**src/design/cmbp_pkg.sv**
```systemverilog
// shared constants, types and command/status structs of the bit predictor
`timescale 1ns / 1ps
package cmbp_pkg;

  localparam int unsigned DATA_DEPTH  = 1024;
  localparam int unsigned TABLE_DEPTH = 524288;
  localparam int unsigned MODEL_CNT   = 33;

  localparam int unsigned HIST_AW = $clog2(DATA_DEPTH);
  localparam int unsigned SPOS_W  = $clog2(DATA_DEPTH + 1);
  localparam int unsigned TAB_AW  = $clog2(TABLE_DEPTH);
  localparam int unsigned PROBE_W = $clog2(TABLE_DEPTH + 1);
  localparam int unsigned MI_W    = $clog2(MODEL_CNT + 1);
  localparam bit          TAB_POW2 = ((TABLE_DEPTH & (TABLE_DEPTH - 1)) == 0);

  localparam logic [31:0] HASH_MUL0  = 32'd4112361;
  localparam logic [31:0] HASH_MUL   = 32'd237;
  localparam logic [31:0] HASH_ADD   = 32'd4123;
  localparam logic [15:0] SEEN_MASK  = 16'hFF00;
  localparam logic [15:0] COUNT_MAX  = 16'hFFFF;
  localparam logic [23:0] WEIGHT_MAX = 24'hFFFFFF;
  localparam int unsigned ALWAYS_ON  = 32;

  localparam int unsigned ACC_W      = 32;
  localparam int unsigned CFG_IDX_W  = 2;
  localparam int unsigned CFG_DATA_W = 32;

  typedef enum logic [CFG_IDX_W-1:0] {
    CFG_MODEL_ENABLE = 2'd0,
    CFG_BOOST        = 2'd1,
    CFG_BASE_ONES    = 2'd2,
    CFG_BASE_ZEROS   = 2'd3
  } cfg_idx_e;

  typedef struct packed {
    logic              used;
    logic [31:0]       hash;
    logic [SPOS_W-1:0] pos1;   // byte position plus one, zero for the preroll byte
    logic [7:0]        model;
    logic [2:0]        bitpos;
    logic [15:0]       cnt1;
    logic [15:0]       cnt0;
  } entry_t;

  localparam int unsigned ENTRY_W = $bits(entry_t);

  typedef struct packed {
    logic accept;
    logic clear_step;
    logic next_model;
    logic hash_init;
    logic hash_step;
    logic mod_init;
    logic mod_step;
    logic probe_start;
    logic probe_next;
    logic set_ovf;
    logic new_entry;
    logic ent_load;
    logic hist_read;
    logic ver_next;
    logic update;
    logic accum;
    logic bit_next;
    logic pre_done;
    logic emit;
    logic byte_end;
  } cmd_t;

  typedef struct packed {
    logic clear_last;
    logic mi_done;
    logic model_on;
    logic hash_done;
    logic mod_done;
    logic probe_full;
    logic ent_used;
    logic key_match;
    logic ver_done;
    logic ver_need;
    logic ver_ok;
    logic pre_active;
    logic bit_last;
    logic out_full;
    logic byte_last;
  } sts_t;

endpackage

```
**src/design/cmbp_ctrl.sv**
```systemverilog
// sequencer of the bit predictor: clear pass, hashing, probing, verify, update
`timescale 1ns / 1ps
module cmbp_ctrl (
  input  logic          clk_i,
  input  logic          rst_ni,
  input  logic          in_valid_i,
  output logic          in_ready_o,
  input  cmbp_pkg::sts_t sts_i,
  output cmbp_pkg::cmd_t cmd_o
);
  import cmbp_pkg::*;

  typedef enum logic [11:0] {
    S_CLEAR = 12'b000000000001,
    S_IDLE  = 12'b000000000010,
    S_MODEL = 12'b000000000100,
    S_HASH  = 12'b000000001000,
    S_MOD   = 12'b000000010000,
    S_PROBE = 12'b000000100000,
    S_PCHK  = 12'b000001000000,
    S_VRD   = 12'b000010000000,
    S_VCHK  = 12'b000100000000,
    S_UPD   = 12'b001000000000,
    S_ACC   = 12'b010000000000,
    S_BIT   = 12'b100000000000
  } state_e;

  state_e state_q, state_d;

  always_ff @(posedge clk_i or negedge rst_ni) begin
    if (!rst_ni) begin
      state_q <= S_CLEAR;
    end else begin
      state_q <= state_d;
    end
  end

  assign in_ready_o = (state_q == S_IDLE);

  always_comb begin
    cmd_o   = '0;
    state_d = state_q;
    case (state_q)
      S_CLEAR: begin
        cmd_o.clear_step = 1'b1;
        if (sts_i.clear_last) state_d = S_IDLE;
      end
      S_IDLE: begin
        if (in_valid_i) begin
          cmd_o.accept = 1'b1;
          state_d      = S_MODEL;
        end
      end
      S_MODEL: begin
        if (sts_i.mi_done) begin
          state_d = S_BIT;
        end else if (sts_i.model_on) begin
          cmd_o.hash_init = 1'b1;
          state_d         = S_HASH;
        end else begin
          cmd_o.next_model = 1'b1;
        end
      end
      S_HASH: begin
        if (sts_i.hash_done) begin
          cmd_o.mod_init = 1'b1;
          state_d        = S_MOD;
        end else begin
          cmd_o.hash_step = 1'b1;
        end
      end
      S_MOD: begin
        if (sts_i.mod_done) begin
          cmd_o.probe_start = 1'b1;
          state_d           = S_PROBE;
        end else begin
          cmd_o.mod_step = 1'b1;
        end
      end
      S_PROBE: begin
        if (sts_i.probe_full) begin
          cmd_o.set_ovf    = 1'b1;
          cmd_o.next_model = 1'b1;
          state_d          = S_MODEL;
        end else begin
          state_d = S_PCHK;
        end
      end
      S_PCHK: begin
        if (!sts_i.ent_used) begin
          cmd_o.new_entry  = 1'b1;
          cmd_o.next_model = 1'b1;
          state_d          = S_MODEL;
        end else if (sts_i.key_match) begin
          cmd_o.ent_load = 1'b1;
          state_d        = S_VRD;
        end else begin
          cmd_o.probe_next = 1'b1;
          state_d          = S_PROBE;
        end
      end
      S_VRD: begin
        if (sts_i.ver_done) begin
          state_d = S_UPD;
        end else if (sts_i.ver_need) begin
          cmd_o.hist_read = 1'b1;
          state_d         = S_VCHK;
        end else begin
          cmd_o.ver_next = 1'b1;
        end
      end
      S_VCHK: begin
        if (sts_i.ver_ok) begin
          cmd_o.ver_next = 1'b1;
          state_d        = S_VRD;
        end else begin
          cmd_o.probe_next = 1'b1;
          state_d          = S_PROBE;
        end
      end
      S_UPD: begin
        cmd_o.update = 1'b1;
        state_d      = S_ACC;
      end
      S_ACC: begin
        cmd_o.accum      = 1'b1;
        cmd_o.next_model = 1'b1;
        state_d          = S_MODEL;
      end
      S_BIT: begin
        if (sts_i.pre_active) begin
          cmd_o.bit_next = 1'b1;
          cmd_o.pre_done = sts_i.bit_last;
          state_d        = S_MODEL;
        end else if (!sts_i.out_full) begin
          cmd_o.emit = 1'b1;
          if (sts_i.bit_last) begin
            cmd_o.byte_end = 1'b1;
            state_d        = sts_i.byte_last ? S_CLEAR : S_IDLE;
          end else begin
            cmd_o.bit_next = 1'b1;
            state_d        = S_MODEL;
          end
        end
      end
      default: begin
        state_d = S_IDLE;
      end
    endcase
  end
endmodule

```
**config.mk**
```make
export PLATFORM = sky130hd
export DESIGN_NAME = cmbp_ctrl
export DESIGN_NICKNAME = d
export VERILOG_FILES = /design/src/design/cmbp_pkg.sv /design/src/design/cmbp_ctrl.sv
export SDC_FILE = /design/constraint.sdc
export NUM_CORES = 1
export LEC_CHECK = 0
export ABC_CLOCK_PERIOD_IN_PS = 3800
export CAP_MARGIN = 40
export CORE_UTILIZATION = 45
export CTS_CLUSTER_DIAMETER = 200
export CTS_CLUSTER_SIZE = 10
export DETAILED_ROUTE_END_ITERATION = 10
export DONT_BUFFER_PORTS = 1
export GPL_TIMING_DRIVEN = 0
export PLACE_DENSITY = 0.61
export SKIP_CTS_REPAIR_TIMING = 1
export SKIP_LAST_GASP = 1
export SYNTH_ARGS = -nofsm -noshare
export SYNTH_HDL_FRONTEND = slang
export SYNTH_SLANG_ARGS = --single-unit
```
**constraint.sdc**
```tcl
create_clock -name clk_i -period 3.8 [get_ports clk_i]
set_input_delay 0.57 -clock clk_i [delete_from_list [all_inputs] [get_ports clk_i]]
set_output_delay 0.57 -clock clk_i [all_outputs]
set_load 0.005 [all_outputs]
```
==> results.py, run 1 <==
metrics = {
    "run_status": {
        "status": "finished, final reports clean",
    },
    "power_and_ir_drop": {
        "p_seq_frac": 0.333,
        "ir_drop_mv": 0.3032,
        "p_sw_frac": 0.4270,
        "power_frac_comb": 0.499,
        "power_uw": 496.2,
        "p_sw_uw": 211.9,
        "power.density_mw_per_mm2": 448.1,
        "pwr-share-clk": 0.168,
        "p_leak_uw": 0.0004910,
        "p_int_uw": 284.3,
    },
    "floorplan": {
        "chipWidth_um": 49.98,
        "initial_core_util": 0.4729,
        "die_h_um": 49.98,
        "core_sq_mm": 0.002191,
        "dieArea_sq_mm": 0.002498,
        "fp-row-count": 17,
        "io_pins": 39,
    },
    "setup_path": {
        "worstSetupPathType": "flop to primary output",
        "cp-end-kind": "primary output",
        "crit_arrival_ps": 2280,
        "critPathMaxFanout": 9,
        "critical_path_buf_inv_count": 2,
        "cp_cell_sequence": "buf_6 > or4_4 > nor4_2 > nand3_1 > inv_1 > and2_1",
        "crit_required_ps": 3230,
        "cpPeakStageDelay_ps": 560,
        "reg2reg_from": "state_q[5]$_DFFE_PN0P_",
        "crit_start": "state_q[5]$_DFFE_PN0P_",
        "path_delay_family": "simple AND/OR/NAND/NOR gates",
        "worstSetupStartpointType": "flop",
        "crit_slowest_cell": "or4_4",
    },
    "synth": {
        "synth_edf_count": 0,
        "synth_ff_type": "dfrtp_1",
        "yosysSeqAreaShare": 0.2911,
        "postSynthAreaPerCell_sq_um": 8.562,
        "syn_inst": 121,
        "synthArstFlopShare": 1.000,
        "ys_ff_latch": 12,
        "syn_nets": 139,
        "yosysUniqueCellTypes": 48,
        "synthesis.area_sq_mm": 0.001036,
        "ys_warn_count": 0,
    },
    "clock_network": {
        "cts_inserted_buffers": 3,
        "clk_pin_slew_worst_paths_ps": 70,
        "clock_latency_ps": 270,
        "clkSinkCount": 12,
        "clock_path_buffers": 2,
        "root_buffer": "clkbuf_4",
        "cts_tree": "yes",
        "htree_levels": 1,
    },
    "grt": {
        "first_global_vias": 825,
        "grt_antenna_before_repair": 0,
        "grt_usage": 0.1996,
        "grt_first_pass_wirelength_um": 3719,
        "grt-ovfl-total": 0,
        "grt_start_max_net_pins": 13,
    },
    "routing": {
        "final_antenna_net_count": 0,
        "routed_wl_um": 2380,
        "drc": 0,
        "drt_iter0_drc": 15,
        "wl_per_cell_um": 15.45,
        "vias_per_cell": 6.078,
        "dr.pass1.iters": 4,
        "vias": 936,
    },
    "timing": {
        "max_clock_freq_ghz": 0.3503,
        "min_period_over_period": 0.7511,
        "rsz0062_at_grt": "no",
        "hold_ws_ps": 130.8,
        "finalClockSkew_ps": 0.3066,
        "worstMarginPinSlew_ps": 690.9,
        "slew-limit-headroom": 0.5329,
        "final.setup.tns_ps": 0,
        "setup_viol_count_final": 0,
        "drv_slew": 0,
        "hold_viol": 0,
        "fin_crit_ps": 2854,
    },
    "layout": {
        "drive_gt1_frac": 0.1508,
        "seq_area_sq_um": 301.5,
        "fin_area_sq_mm": 0.001107,
        "area_delta_synth_final_pct": 6.884,
        "multiInputGateArea_sq_um": 684.4,
        "regMostFlops": "state_q",
        "fillers": 221,
        "nNetsFinal": 145,
        "num_antenna_cells": 0,
        "largest_register_ffs": 12,
        "final_core_util": 0.5054,
        "largestRegisters": "state_q (12)",
    },
    "placement": {
        "place.detailed.hpwl_um": 1869,
        "placed_area_sq_mm": 0.001071,
        "gp_congestion": 0.8223,
        "numPortBuffers": 0,
    },
    "job": {
        "maxCapViolCount": 0,
    },
    "hold_path": {
        "min_path_type": "input pin to async pin",
    },
}
-- cells in the mapped netlist (2+ instances only) --
master	n	area (sq um)
or2_1	2	12.51
nor3_1	5	25.02
and2_1	4	25.02
and3_1	5	31.28
nand2b_1	4	25.02
nor4_2	2	25.02
o32ai_1	2	17.52
a21oi_1	2	10.01
nor2b_1	4	25.02
and4b_1	2	20.02
nor2_1	10	37.54
a21oi_2	2	17.52
nand2_1	5	18.77
or4_1	2	15.01
nor4b_1	3	26.28
nor4_4	2	42.54
and4_1	2	17.52
nand3_1	6	30.03
nor3b_1	7	52.55
nand4_1	2	12.51
inv_1	9	33.78
or3_1	3	18.77
dfrtp_1	11	275.3
-- cell families (layout without fill, tap and decap cells) --
| logic type | count (synthesis) | count (layout) | share of synthesized area |
|---|---|---|---|
| buf+inv | 11 | 16 | 0.04830 |
| compound gates | 17 | 17 | 0.1256 |
| fa+ha+maj | 1 | 1 | 0.01087 |
| flops | 12 | 12 | 0.2911 |
| xor+xnor | 2 | 2 | 0.01691 |
| simple gates | 78 | 78 | 0.5073 |
-- placed cells by master (no fill, tap or decap), types with 3 or more instances in the layout --
master    synthesis  routed
nor3b_1           7       7
nor2_1           10      10
nand2_1           5       5
or3_1             3       3
nand2b_1          4       4
dfrtp_1          11      11
nor2b_1           4       4
nand3_1           6       6
and2_1            4       4
and3_1            5       5
nor3_1            5       5
nor4b_1           3       3
inv_1             9       9
clkbuf_4          0       3
-- metrics by stage --
step,cells,setup slack [ps]
after global routing,154,804.9
after global placement,149,1216
final,154,945.6
after CTS,153,844.5
after floorplan,121,1487
after detailed placement,149,1155
-- power groups by stage --
| stage | logic (uW) | registers (uW) | clock network (uW) |
|---|---|---|---|
| finish | 247 | 165 | 83.6 |
| global route | 272 | 168 | 92.0 |
| CTS | 248 | 165 | 86.1 |
| detailed placement | 246 | 167 | 0 |
| global placement | 242 | 167 | 0 |
| floorplan | 200 | 163 | 0 |
-- layer usage --
metal,vias up,part of all wire,GRT usage
li1,468,-,-
met1,422,0.45,0.2581
met2,42,0.47,0.3244
met3,4,0.072,0.03704
met4,0,0.0097,0.07619
met5,-,0,0
-- final cells by class --
type	count	share of cell area
multi-input combinational	98	0.6181
sequential	12	0.2723
tap	28	0.03164
inverter	9	0.03051
clock buffer	4	0.02373
buffer	2	0.01469
timing repair buffer	1	0.009040
-- worst paths after layout --
check                                         endpoint  slack, ps  depth (start not counted)
worst max-delay path                         cmd_o[19]        950                          6
worst min-delay path            state_q[0]$_DFFE_PN1P_        130                          0
worst max register to register  state_q[1]$_DFFE_PN0P_       1610                          6
worst min register to register  state_q[0]$_DFFE_PN1P_        690                          2
max in group asynchronous       state_q[3]$_DFFE_PN0P_       2730                          1
min in group clk_i              state_q[6]$_DFFE_PN0P_        350                          1
(Power assumes the default switching activity.)
==> inputs of run 2 (changes only) <==
Settings changed: ABC_CLOCK_PERIOD_IN_PS 3800 to 2900.
Clock period 3.8 ns to 2.9 ns, I/O delays scaled along.
==> results.py, run 2 (synthesis results as in run 1) <==
metrics = {
    "run_status": {
        "status": "finished, final reports clean",
    },
    "setup_path": {
        "r2r-end": "state_q[1]$_DFFE_PN0P_",
        "crit_arrival_ps": 2290,
        "critPathMaxFanout": 9,
        "worstSetupPathType": "flop to primary output",
        "crit_required_ps": 2470,
        "path_delay_family": "simple AND/OR/NAND/NOR gates",
        "critical_path_buf_inv_count": 2,
        "crit_start": "state_q[5]$_DFFE_PN0P_",
        "reg2reg_from": "state_q[5]$_DFFE_PN0P_",
        "cp-end-kind": "primary output",
        "reg2reg_depth": 6,
        "r2r_slack_ps": 710,
        "crit_path_end": "cmd_o[19]",
        "crit_slowest_cell": "or4_4",
        "worstSetupStartpointType": "flop",
        "cpPeakStageDelay_ps": 560,
        "crit_cells": 6,
        "cp_cell_sequence": "buf_6 > or4_4 > nor4_2 > nand3_1 > inv_1 > and2_1",
    },
    "layout": {
        "area_delta_synth_final_pct": 6.884,
        "final_common_cell": "dfrtp_1",
        "layout.cells.most_common_list": "dfrtp_1 (11), nor2_1 (10), inv_1 (9)",
        "largest_register_ffs": 12,
        "final_core_util": 0.5054,
        "fillers": 221,
        "drive_gt1_frac": 0.1508,
        "regMostFlops": "state_q",
        "nNetsFinal": 145,
        "largestRegisters": "state_q (12)",
        "fin_area_sq_mm": 0.001107,
        "num_antenna_cells": 0,
    },
    "timing": {
        "setup_viol_count_final": 0,
        "worstMarginPinSlew_ps": 694.1,
        "min_period_over_period": 0.9397,
        "final.setup.tns_ps": 0,
        "slew-limit-headroom": 0.5307,
        "fin_crit_ps": 2725,
        "finalClockSkew_ps": 3.327,
        "rsz0062_at_grt": "no",
        "max_clock_freq_ghz": 0.3670,
        "drv_slew": 0,
        "timing.final.ws_setup_ps": 174.9,
        "hold_viol": 0,
    },
    "power_and_ir_drop": {
        "p_sw_uw": 278.6,
        "p_sw_frac": 0.4278,
        "ir_drop_mv": 0.4011,
        "p_int_uw": 372.5,
        "power_frac_comb": 0.498,
        "pwr-share-clk": 0.170,
        "power.density_mw_per_mm2": 588.0,
        "p_leak_uw": 0.0004910,
        "p_seq_frac": 0.332,
    },
    "grt": {
        "grt_start_max_net_pins": 13,
        "grt_first_pass_wirelength_um": 3719,
        "grt_usage": 0.1996,
        "first_global_vias": 825,
        "grt_antenna_before_repair": 0,
        "grt-ovfl-total": 0,
    },
    "floorplan": {
        "chipWidth_um": 49.98,
        "core_sq_mm": 0.002191,
        "dieArea_sq_mm": 0.002498,
        "fp-row-count": 17,
        "io_pins": 39,
        "initial_core_util": 0.4729,
        "die_h_um": 49.98,
    },
    "routing": {
        "drt_iter0_drc": 17,
        "routed.top_layer": "met4",
        "route.met2.wl_um": 1100,
        "final_antenna_net_count": 0,
        "vias_per_cell": 6.104,
        "met3_length_um": 136,
        "wl_per_cell_um": 15.42,
        "routed_wl_um": 2374,
        "dr.pass1.iters": 4,
        "vias": 940,
        "drc": 0,
        "met1_length_um": 1113,
    },
    "clock_network": {
        "clock_latency_ps": 270,
        "cts_inserted_buffers": 3,
        "htree_levels": 1,
        "clkSinkCount": 12,
        "root_buffer": "clkbuf_4",
        "cts_tree": "yes",
        "clock_path_buffers": 2,
        "clk_pin_slew_worst_paths_ps": 80,
    },
    "job": {
        "maxCapViolCount": 0,
    },
    "placement": {
        "numPortBuffers": 0,
        "gp_congestion": 0.8223,
        "dp_slack_ps": 390.3,
        "placed_area_sq_mm": 0.001071,
        "place.detailed.hpwl_um": 1869,
    },
    "hold_path": {
        "min_path_type": "input pin to flop",
    },
}
[run 2: per-stage QoR]
step | power [uW] | std cells | hold slack (ps)
6_report | 651.1 | 154 | 212.1
3_3_place_gp | 536.1 | 149 | 139.7
3_5_place_dp | 541.4 | 149 | 139.9
2_1_floorplan | 476.1 | 121 | 139.4
5_1_grt | 697.4 | 154 | 206.1
4_1_cts | 654.1 | 153 | -158.7
[run 2: layer usage]
metal  vias to the layer above  GRT usage
met5                         -          0
met4                         0    0.07619
met3                         4    0.03704
met2                        36     0.3244
met1                       431     0.2581
li1                        469          -
[run 2: how the worst min path moves through the flow]
| stage | slack (ps) | start | depth (start not counted) | endpoint |
|---|---|---|---|---|
| after floorplan | 140 | rst_ni | 0 | state_q[10]$_DFFE_PN0P_ |
| after global placement | 140 | rst_ni | 0 | state_q[1]$_DFFE_PN0P_ |
| after detailed placement | 140 | rst_ni | 0 | state_q[1]$_DFFE_PN0P_ |
| after CTS | -160 | rst_ni | 0 | state_q[11]$_DFFE_PN0P_ |
| after global routing | 210 | sts_i[9] | 1 | state_q[6]$_DFFE_PN0P_ |
| final | 210 | sts_i[9] | 1 | state_q[6]$_DFFE_PN0P_ |
[run 2: power groups by stage]
stage	combinational [uW]	sequential, uW	clock, uW
2_1_floorplan	263	213	0
3_3_place_gp	318	218	0
3_5_place_dp	322	219	0
4_1_cts	325	216	113
5_1_grt	356	221	121
6_report	324	216	111
[run 2: worst reg2reg max path: stages, from the launching register on]
cell,delay (ps)
dfrtp_1,380
buf_6,130
nor4_2,550
nand3_1,280
o32ai_1,330
or4_1,280
o22ai_1,120
[run 2: cell type report]
cell class	instances	area, sq um	share of cell area
sequential	12	301.5	0.2723
buffer	2	16.27	0.01469
inverter	9	33.78	0.03051
tap	28	35.03	0.03164
clock buffer	4	26.28	0.02373
timing repair buffer	1	10.01	0.009040
multi-input combinational	98	684.4	0.6181
